File: src/hw/rtl/brsm_pkg.sv
// Shared types and constants for the block range segment mapper.
`timescale 1ns / 1ps
`default_nettype none
package brsm_pkg;

    localparam int MAX_BLOCKS      = 64;
    localparam int MAX_BLOCK_BYTES = 1048576;
    localparam int IDX_W           = $clog2(MAX_BLOCKS);
    localparam int CNT_W           = IDX_W + 1;
    localparam int BLK_W           = 21;
    localparam int FLEN_W          = 27;
    localparam int POS_W           = 32;

    // request kinds
    localparam logic REQ_APPEND = 1'b0;
    localparam logic REQ_MAP    = 1'b1;

    // result status codes
    localparam logic [1:0] ST_SEGMENT     = 2'd0;
    localparam logic [1:0] ST_APPEND_OK   = 2'd1;
    localparam logic [1:0] ST_APPEND_FULL = 2'd2;

    typedef struct packed {
        logic             req_type;
        logic [BLK_W-1:0] block_length;
        logic [POS_W-1:0] range_offset;
        logic [POS_W-1:0] range_length;
    } cmd_t;

    typedef struct packed {
        logic [1:0]        status;
        logic [5:0]        block_index;
        logic [BLK_W-1:0]  begin_pos;
        logic [BLK_W-1:0]  read_length;
        logic [FLEN_W-1:0] file_length;
        logic              is_last;
    } res_t;

    typedef struct packed {
        logic             en;
        logic [IDX_W-1:0] addr;
        logic [BLK_W-1:0] data;
    } tbl_wr_t;

    typedef struct packed {
        logic             en;
        logic [IDX_W-1:0] addr;
    } tbl_rd_t;

endpackage
`default_nettype wire

File: src/hw/rtl/brsm_table.sv
// Block length table: one write port, one registered read port.
`timescale 1ns / 1ps
`default_nettype none
module brsm_table (
    input  wire logic                    clk,
    input  wire brsm_pkg::tbl_wr_t       wr,
    input  wire brsm_pkg::tbl_rd_t       rd,
    output logic [brsm_pkg::BLK_W-1:0]   rd_data
);
    import brsm_pkg::*;

    logic [BLK_W-1:0] mem [MAX_BLOCKS];
    logic [BLK_W-1:0] rd_data_reg;

    always_ff @(posedge clk)
    begin
        if (wr.en)
        begin
            mem[wr.addr] <= wr.data;
        end
        if (rd.en)
        begin
            rd_data_reg <= mem[rd.addr];
        end
    end

    assign rd_data = rd_data_reg;

endmodule
`default_nettype wire

File: src/hw/rtl/brsm_seq.sv
// Sequencer: appends block lengths, walks the table for map requests.
`timescale 1ns / 1ps
`default_nettype none
module brsm_seq (
    input  wire logic                   clk,
    input  wire logic                   rst_n,
    input  wire logic                   cmd_valid,
    output logic                        cmd_stall,
    input  wire brsm_pkg::cmd_t         cmd,
    output logic                        seg_valid,
    input  wire logic                   seg_stall,
    output brsm_pkg::res_t              seg,
    output brsm_pkg::tbl_wr_t           wr,
    output brsm_pkg::tbl_rd_t           rd,
    input  wire logic [brsm_pkg::BLK_W-1:0] rd_data
);
    import brsm_pkg::*;

    typedef enum logic [1:0] {
        S_IDLE,
        S_WALK,
        S_EMIT
    } state_t;

    state_t              state_reg;
    logic [CNT_W-1:0]    count_reg;
    logic [FLEN_W-1:0]   total_reg;
    logic [IDX_W-1:0]    idx_reg;
    logic [POS_W-1:0]    off_reg;
    logic [POS_W:0]      end_reg;
    logic [FLEN_W-1:0]   bbeg_reg;
    res_t                pend_reg;
    logic                pend_v_reg;

    logic                accept;
    logic                full;
    logic [BLK_W-1:0]    clamp_len;
    logic [FLEN_W-1:0]   total_sum;
    logic [POS_W:0]      bbeg_w;
    logic [POS_W:0]      bend_w;
    logic [POS_W:0]      off_w;
    logic [POS_W:0]      lo_w;
    logic [POS_W:0]      hi_w;
    logic                past_end;
    logic                hit;
    logic                last_entry;
    logic                emit_wait;
    res_t                new_seg;

    assign cmd_stall = (state_reg != S_IDLE);
    assign accept    = cmd_valid && !cmd_stall;
    assign full      = (count_reg == CNT_W'(MAX_BLOCKS));

    assign clamp_len = (32'(cmd.block_length) > 32'(MAX_BLOCK_BYTES))
                     ? BLK_W'(MAX_BLOCK_BYTES) : cmd.block_length;
    assign total_sum = total_reg + FLEN_W'(clamp_len);

    // current block span [bbeg, bend) against range [off, end)
    assign bbeg_w     = (POS_W+1)'(bbeg_reg);
    assign bend_w     = bbeg_w + (POS_W+1)'(rd_data);
    assign off_w      = {1'b0, off_reg};
    assign past_end   = (bbeg_w >= end_reg);
    assign hit        = !past_end && (bend_w > off_w);
    assign lo_w       = (off_w > bbeg_w) ? off_w : bbeg_w;
    assign hi_w       = (end_reg < bend_w) ? end_reg : bend_w;
    assign last_entry = (({1'b0, idx_reg} + CNT_W'(1)) == count_reg);
    // a new hit must first push out the held segment
    assign emit_wait  = hit && pend_v_reg && seg_stall;

    always_comb
    begin
        new_seg             = '0;
        new_seg.status      = ST_SEGMENT;
        new_seg.block_index = 6'(idx_reg);
        new_seg.begin_pos   = BLK_W'(lo_w - bbeg_w);
        new_seg.read_length = BLK_W'(hi_w - lo_w);
        new_seg.file_length = total_reg;
    end

    always_comb
    begin
        seg         = pend_reg;
        seg.is_last = (state_reg == S_EMIT);
    end
    assign seg_valid = (state_reg == S_EMIT) || (state_reg == S_WALK && hit && pend_v_reg);

    assign wr.en   = accept && (cmd.req_type == REQ_APPEND) && !full;
    assign wr.addr = IDX_W'(count_reg);
    assign wr.data = clamp_len;

    assign rd.en   = (accept && (cmd.req_type == REQ_MAP) && (count_reg != '0))
                   || (state_reg == S_WALK && !emit_wait && !past_end && !last_entry);
    assign rd.addr = (state_reg == S_IDLE) ? '0 : idx_reg + IDX_W'(1);

    always_ff @(posedge clk or negedge rst_n)
    begin
        if (!rst_n)
        begin
            state_reg  <= S_IDLE;
            count_reg  <= '0;
            total_reg  <= '0;
            pend_v_reg <= 1'b0;
            idx_reg    <= '0;
            off_reg    <= '0;
            end_reg    <= '0;
            bbeg_reg   <= '0;
            pend_reg   <= '0;
        end
        else
        begin
            unique case (state_reg)
                S_IDLE:
                begin
                    if (accept)
                    begin
                        if (cmd.req_type == REQ_APPEND)
                        begin
                            pend_reg <= '0;
                            if (full)
                            begin
                                pend_reg.status      <= ST_APPEND_FULL;
                                pend_reg.file_length <= total_reg;
                            end
                            else
                            begin
                                pend_reg.status      <= ST_APPEND_OK;
                                pend_reg.block_index <= 6'(count_reg);
                                pend_reg.file_length <= total_sum;
                                total_reg            <= total_sum;
                                count_reg            <= count_reg + CNT_W'(1);
                            end
                            state_reg <= S_EMIT;
                        end
                        else
                        begin
                            off_reg    <= cmd.range_offset;
                            end_reg    <= {1'b0, cmd.range_offset} + {1'b0, cmd.range_length};
                            bbeg_reg   <= '0;
                            idx_reg    <= '0;
                            pend_v_reg <= 1'b0;
                            state_reg  <= (count_reg != '0) ? S_WALK : S_IDLE;
                        end
                    end
                end
                S_WALK:
                begin
                    if (!emit_wait)
                    begin
                        bbeg_reg <= FLEN_W'(bend_w);
                        if (hit)
                        begin
                            pend_reg   <= new_seg;
                            pend_v_reg <= 1'b1;
                        end
                        if (past_end)
                        begin
                            state_reg <= pend_v_reg ? S_EMIT : S_IDLE;
                        end
                        else if (last_entry)
                        begin
                            state_reg <= (hit || pend_v_reg) ? S_EMIT : S_IDLE;
                        end
                        else
                        begin
                            idx_reg <= idx_reg + IDX_W'(1);
                        end
                    end
                end
                S_EMIT:
                begin
                    if (!seg_stall)
                    begin
                        state_reg  <= S_IDLE;
                        pend_v_reg <= 1'b0;
                    end
                end
                default:
                begin
                    state_reg <= S_IDLE;
                end
            endcase
        end
    end

`ifndef ASSERT_OFF
    a_count_bound: assert property (@(posedge clk) disable iff (!rst_n)
        count_reg <= CNT_W'(MAX_BLOCKS))
        else $error("block count beyond table depth");

    a_walk_index: assert property (@(posedge clk) disable iff (!rst_n)
        state_reg == S_WALK |-> ({1'b0, idx_reg} < count_reg))
        else $error("walk index beyond stored blocks");

    a_emit_hold: assert property (@(posedge clk) disable iff (!rst_n)
        (state_reg == S_EMIT && seg_stall) |=> (state_reg == S_EMIT && $stable(pend_reg)))
        else $error("final item lost while stalled");

    a_total_stable: assert property (@(posedge clk) disable iff (!rst_n)
        !wr.en |=> $stable(total_reg) && $stable(count_reg))
        else $error("table totals changed without an append");
`endif

endmodule
`default_nettype wire

File: src/hw/rtl/block_range_segment_mapper.sv
// Block range segment mapper: top level with output register.
// Usage:
//   Command channel cmd_valid / cmd_stall / cmd carries one request item.
//   An append stores a block length (clamped to the maximum block size)
//   and answers with one item: status append accepted with the block index
//   and new file length, or append rejected when the table is full.
//   A map walks the stored blocks in order, one table entry per cycle unless
//   a stalled receiver holds it up, and answers with one segment item per
//   overlapping block; is_last marks the final one. A map overlapping no block answers nothing.
//   Result channel res_valid / res_stall / res is driven from a register.
//   Commands are taken one at a time: cmd_stall holds while an append or
//   a map is in progress, and the walk is paced by the single read port of the
//   block length table. The result register lets a new command enter while
//   the last result of the previous one still waits.
//   A stalled receiver holds the result register; the walk then pauses
//   until the held segment is taken.
//   Reset clears the block count, total length and all valid flags; the
//   table contents are not cleared and are only read below the count.
`timescale 1ns / 1ps
`default_nettype none
module block_range_segment_mapper (
    input  wire logic            clk,
    input  wire logic            rst_n,
    input  wire logic            cmd_valid,
    output logic                 cmd_stall,
    input  wire brsm_pkg::cmd_t  cmd,
    output logic                 res_valid,
    input  wire logic            res_stall,
    output brsm_pkg::res_t       res
);
    import brsm_pkg::*;

    tbl_wr_t           wr;
    tbl_rd_t           rd;
    logic [BLK_W-1:0]  rd_data;
    logic              seg_valid;
    logic              seg_stall;
    res_t              seg;
    logic              res_valid_reg;
    res_t              res_reg;

    brsm_table u_table (
        .clk     (clk),
        .wr      (wr),
        .rd      (rd),
        .rd_data (rd_data)
    );

    brsm_seq u_seq (
        .clk       (clk),
        .rst_n     (rst_n),
        .cmd_valid (cmd_valid),
        .cmd_stall (cmd_stall),
        .cmd       (cmd),
        .seg_valid (seg_valid),
        .seg_stall (seg_stall),
        .seg       (seg),
        .wr        (wr),
        .rd        (rd),
        .rd_data   (rd_data)
    );

    assign seg_stall = res_valid_reg && res_stall;

    always_ff @(posedge clk or negedge rst_n)
    begin
        if (!rst_n)
        begin
            res_valid_reg <= 1'b0;
            res_reg       <= '0;
        end
        else if (seg_valid && !seg_stall)
        begin
            res_valid_reg <= 1'b1;
            res_reg       <= seg;
        end
        else if (!res_stall)
        begin
            res_valid_reg <= 1'b0;
        end
    end

    assign res_valid = res_valid_reg;
    assign res       = res_reg;

endmodule
`default_nettype wire
File: config.mk
export PLATFORM = sky130hd
export DESIGN_NAME = block_range_segment_mapper
export DESIGN_NICKNAME = d
export VERILOG_FILES = /design/src/hw/rtl/brsm_pkg.sv /design/src/hw/rtl/brsm_table.sv /design/src/hw/rtl/brsm_seq.sv /design/src/hw/rtl/block_range_segment_mapper.sv
export SDC_FILE = /design/constraint.sdc
export NUM_CORES = 2
export LEC_CHECK = 0
export BUFFER_PORTS_ARGS = -buffer_cell sky130_fd_sc_hd__buf_2
export CORE_MARGIN = 5
export CORE_UTILIZATION = 57
export CTS_CLUSTER_DIAMETER = 100
export DETAILED_ROUTE_END_ITERATION = 6
export GPL_TIMING_DRIVEN = 0
export PLACE_DENSITY = 0.77
export SYNTH_ARGS = -nofsm -noshare
export SYNTH_HDL_FRONTEND = slang
export SYNTH_HIERARCHICAL = 1
export SYNTH_SLANG_ARGS = --single-unit
File: constraint.sdc
create_clock -name clk -period 6.1 [get_ports clk]
set_input_delay 0.61 -clock clk [delete_from_list [all_inputs] [get_ports clk]]
set_output_delay 0.61 -clock clk [all_outputs]
set_load 0.01 [all_outputs]
==> results.md <==
* FF+latch count, synth at 1656
* Vias at 47.2k
* HP Class: input pin to flip-flop
* Critical path launch point type: flip-flop
* Synth Flop Type: edfxtp_1
* Place WS at -2.28 ns
* Seq/Total Area, Yosys at 0.669
* Vias per cell at 6.83
* Synth Instances at 4463
* Slew at the pin with the worst max-slew slack at 1.50 ns
* WP data arrival at 7.22 ns
* RSZ-0062 raised after global routing: yes
* Die height at 366 microns
* Clk slew on worst S/H paths at 0.06 ns
* Yosys top cell by area: edfxtp_1
* Async set-reset flop share out of synthesis at 0.176
* GRT overflow at 0
* Fmax at 0.149 GHz
* Status: finished, violations left
* CTS tree: yes
* Layout cells sized above 1 at 0.271
* Global-route usage over all layers at 0.316
* CTS Buf Count at 165
* Worst setup EP type: flip-flop
* Commonest non-fill, non-tap cell in the layout: edfxtp_1
* Post-synth EDFFs at 1365
* Synth warnings at 6
* First-pass DRT Iterations at 7
* Largest net degree at the start of global routing at 111
* Initial antenna violation count at 9
* Fin nets at 5435
* Crit path top cell by count: buf_6
* Initial Util at 0.574
* Failing checks: design-rule violations, max-capacitance violations, negative setup slack
* Mean post-synth cell area at 16.2 sq um
* Maximum vdd ir drop at 0.464 mV
* Relative slew slack at 0.000138
* Power Density at 506 mW/mm^2
* Leak at 31.0 nW
* I/O pin count at 170
* Worst-skew pair later-pin latency at 0.81 ns
* DRC Markers at 4
* Maxcap violations at 1
* Final-report setup violation count at 1416
* Fin. Hold Viols at 0
* Num rows at 130
* Tmin final at 6.72 ns
* Crit path max fanout at 6
* Synthesized area at 0.0722 sq mm
* Slowest cell on the critical path: or4b_4
* Reg2Reg Setup Slack at -0.62 ns
* Synth top area share at 0.568
* 1st-iter DRT viols at 7268
* Mapped Nets at 4784
* WP data required at 6.60 ns
* Number of flip-flops in the largest register at 1344
* Layout area overhead at 18.9%
* Worst hold slack at 0.0462 ns
* First-pass GRT wire length at 311000 microns
* Largest stage delay on the critical path at 0.49 ns
* GPL Wtd Cong at 0.964
* Port Buffers at 169
* Critical path class: flip-flop to flip-flop
* Num Clock Sinks at 1656
* Root Buffer: clkbuf_16
* Fin crit share at 1.10
* Largest cells by area after synthesis: edfxtp_1 (57%), mux4_2 (11%), dfrtp_1 (10%)
* Antenna-violating nets left at 0
* Core ar. at 0.126 sq mm
* Max H-tree Level at 4
* Clock skew at 0.0482 ns
* Wirelength per Cell at 33.0 microns
* Die ar. at 0.134 sq mm
* Vias in the first global route at 45.8k
* Commonest non-fill, non-tap cells in the layout: edfxtp_1 (1365), mux4_2 (356), dfrtp_1 (287)
* CTS Buffer Depth at 3
* WL final at 228000 microns
* DP HPWL at 135000 microns
* Final worst slack at -0.624 ns
* Max Slew Vio Count at 0
* Utilization after layout at 0.683
* Die W at 366 microns
* Distinct cells, synth at 84
==> power by group <==
group / switching (mW) / total [mW] / internal (mW)
combinational: 11.7 / 19.6 / 7.91
sequential: 0.727 / 13.9 / 13.1
clock: 4.55 / 9.99 / 5.44
total: 16.9 / 43.4 / 26.5
==> through the flow <==
| stage | cells | setup TNS [ns] | area, sq um | total power [mW] |
|---|---|---|---|---|
| detailed placement | 6349 | -2290.94 | 76800 | 31.2 |
| floorplan | 4463 | -89.77 | 72300 | 25.7 |
| global placement | 6282 | -3403.87 | 75200 | 30.8 |
| CTS | 6810 | -47.04 | 84300 | 41.9 |
| global route | 6896 | -620.90 | 85900 | 45.2 |
| finish | 6907 | -450.37 | 85900 | 43.4 |
==> worst paths after layout <==
kind,from,end,cells past startpoint
max in group asynchronous,rst_n,res[18],5
worst max-delay path,u_table/rd_data[0],u_table/mem[10][1],32
worst max register to register,u_table/rd_data[0],u_table/mem[10][1],32
min in group asynchronous,rst_n,u_seq/off_reg[24],2
worst min register to register,u_seq/off_reg[30],u_seq/off_reg[30],2
worst min-delay path,cmd[60],u_seq/off_reg[28],3
==> worst max-delay path, delay by kind of cell (launching register included) <==
| family | cells | cell delay, ns |
|---|---|---|
| AND/OR/NAND/NOR | 11 | 2.15 |
| buffers and inverters | 11 | 1.52 |
| AO/OA/AOI/OAI | 6 | 1.49 |
| adder cells (fa/ha/maj) | 3 | 0.70 |
| flip-flops | 1 | 0.45 |
| XOR/XNOR | 1 | 0.12 |
==> final cells by class <==
cell class	count	area [sq um]
Sequential cell	1656	48300
Fill cell	7746	39900
Multi-Input combinational cell	2458	23700
Timing Repair Buffer	465	4880
Clock buffer	211	4350
Tap cell	1650	2060
Buffer	204	1060
Clock inverter	87	845
Inverter	164	621
Antenna cell	12	30.0
==> cells in the mapped netlist, types with 23 or more instances <==
library cell  number
a211oi_1          38
nor2_1           202
nand4_1           28
o21ai_0          227
buf_4             39
and3_1            24
clkbuf_1         114
inv_1            163
a21oi_1          149
o22ai_1           25
xor2_1            66
mux4_2           356
mux2i_1           53
nor3_1            23
nand3_1          106
o31ai_1           27
o221ai_1          35
nor2b_1           57
edfxtp_1        1365
a31oi_1           38
dfrtp_1          291
xnor2_1           59
a21o_1            80
nand2_1          272
nand2b_1          32
mux2_2            65
buf_2             30
ha_1             226
==> what timing repair did <==
action,CTS,global route
cloned,24,9
endpoints found under the setup margin,1541,1372
pin swaps,85,57
hold endpoints to repair,19,0
resized for setup,169,112
hold buffers,1,0
buffers inserted,138,82
==> cell families after synthesis <==
group	after synthesis	share of synthesized area
DFF	1656	0.669
and+or+nand+nor	836	0.0550
AOI/OAI and AO/OA	749	0.0658
muxes	494	0.132
buffers and inverters	371	0.0230
adders and majority gates	231	0.0405
xor gates and xnor gates	126	0.0155
==> routing by layer <==
| layer | global-route usage | wire length [microns] |
|---|---|---|
| met5 | 0 | 0 |
| met2 | 0.516 | 109000 |
| met1 | 0.394 | 75200 |
| met4 | 0.164 | 16700 |
| met3 | 0.0820 | 27600 |
Power figures use the tool's default switching activity.
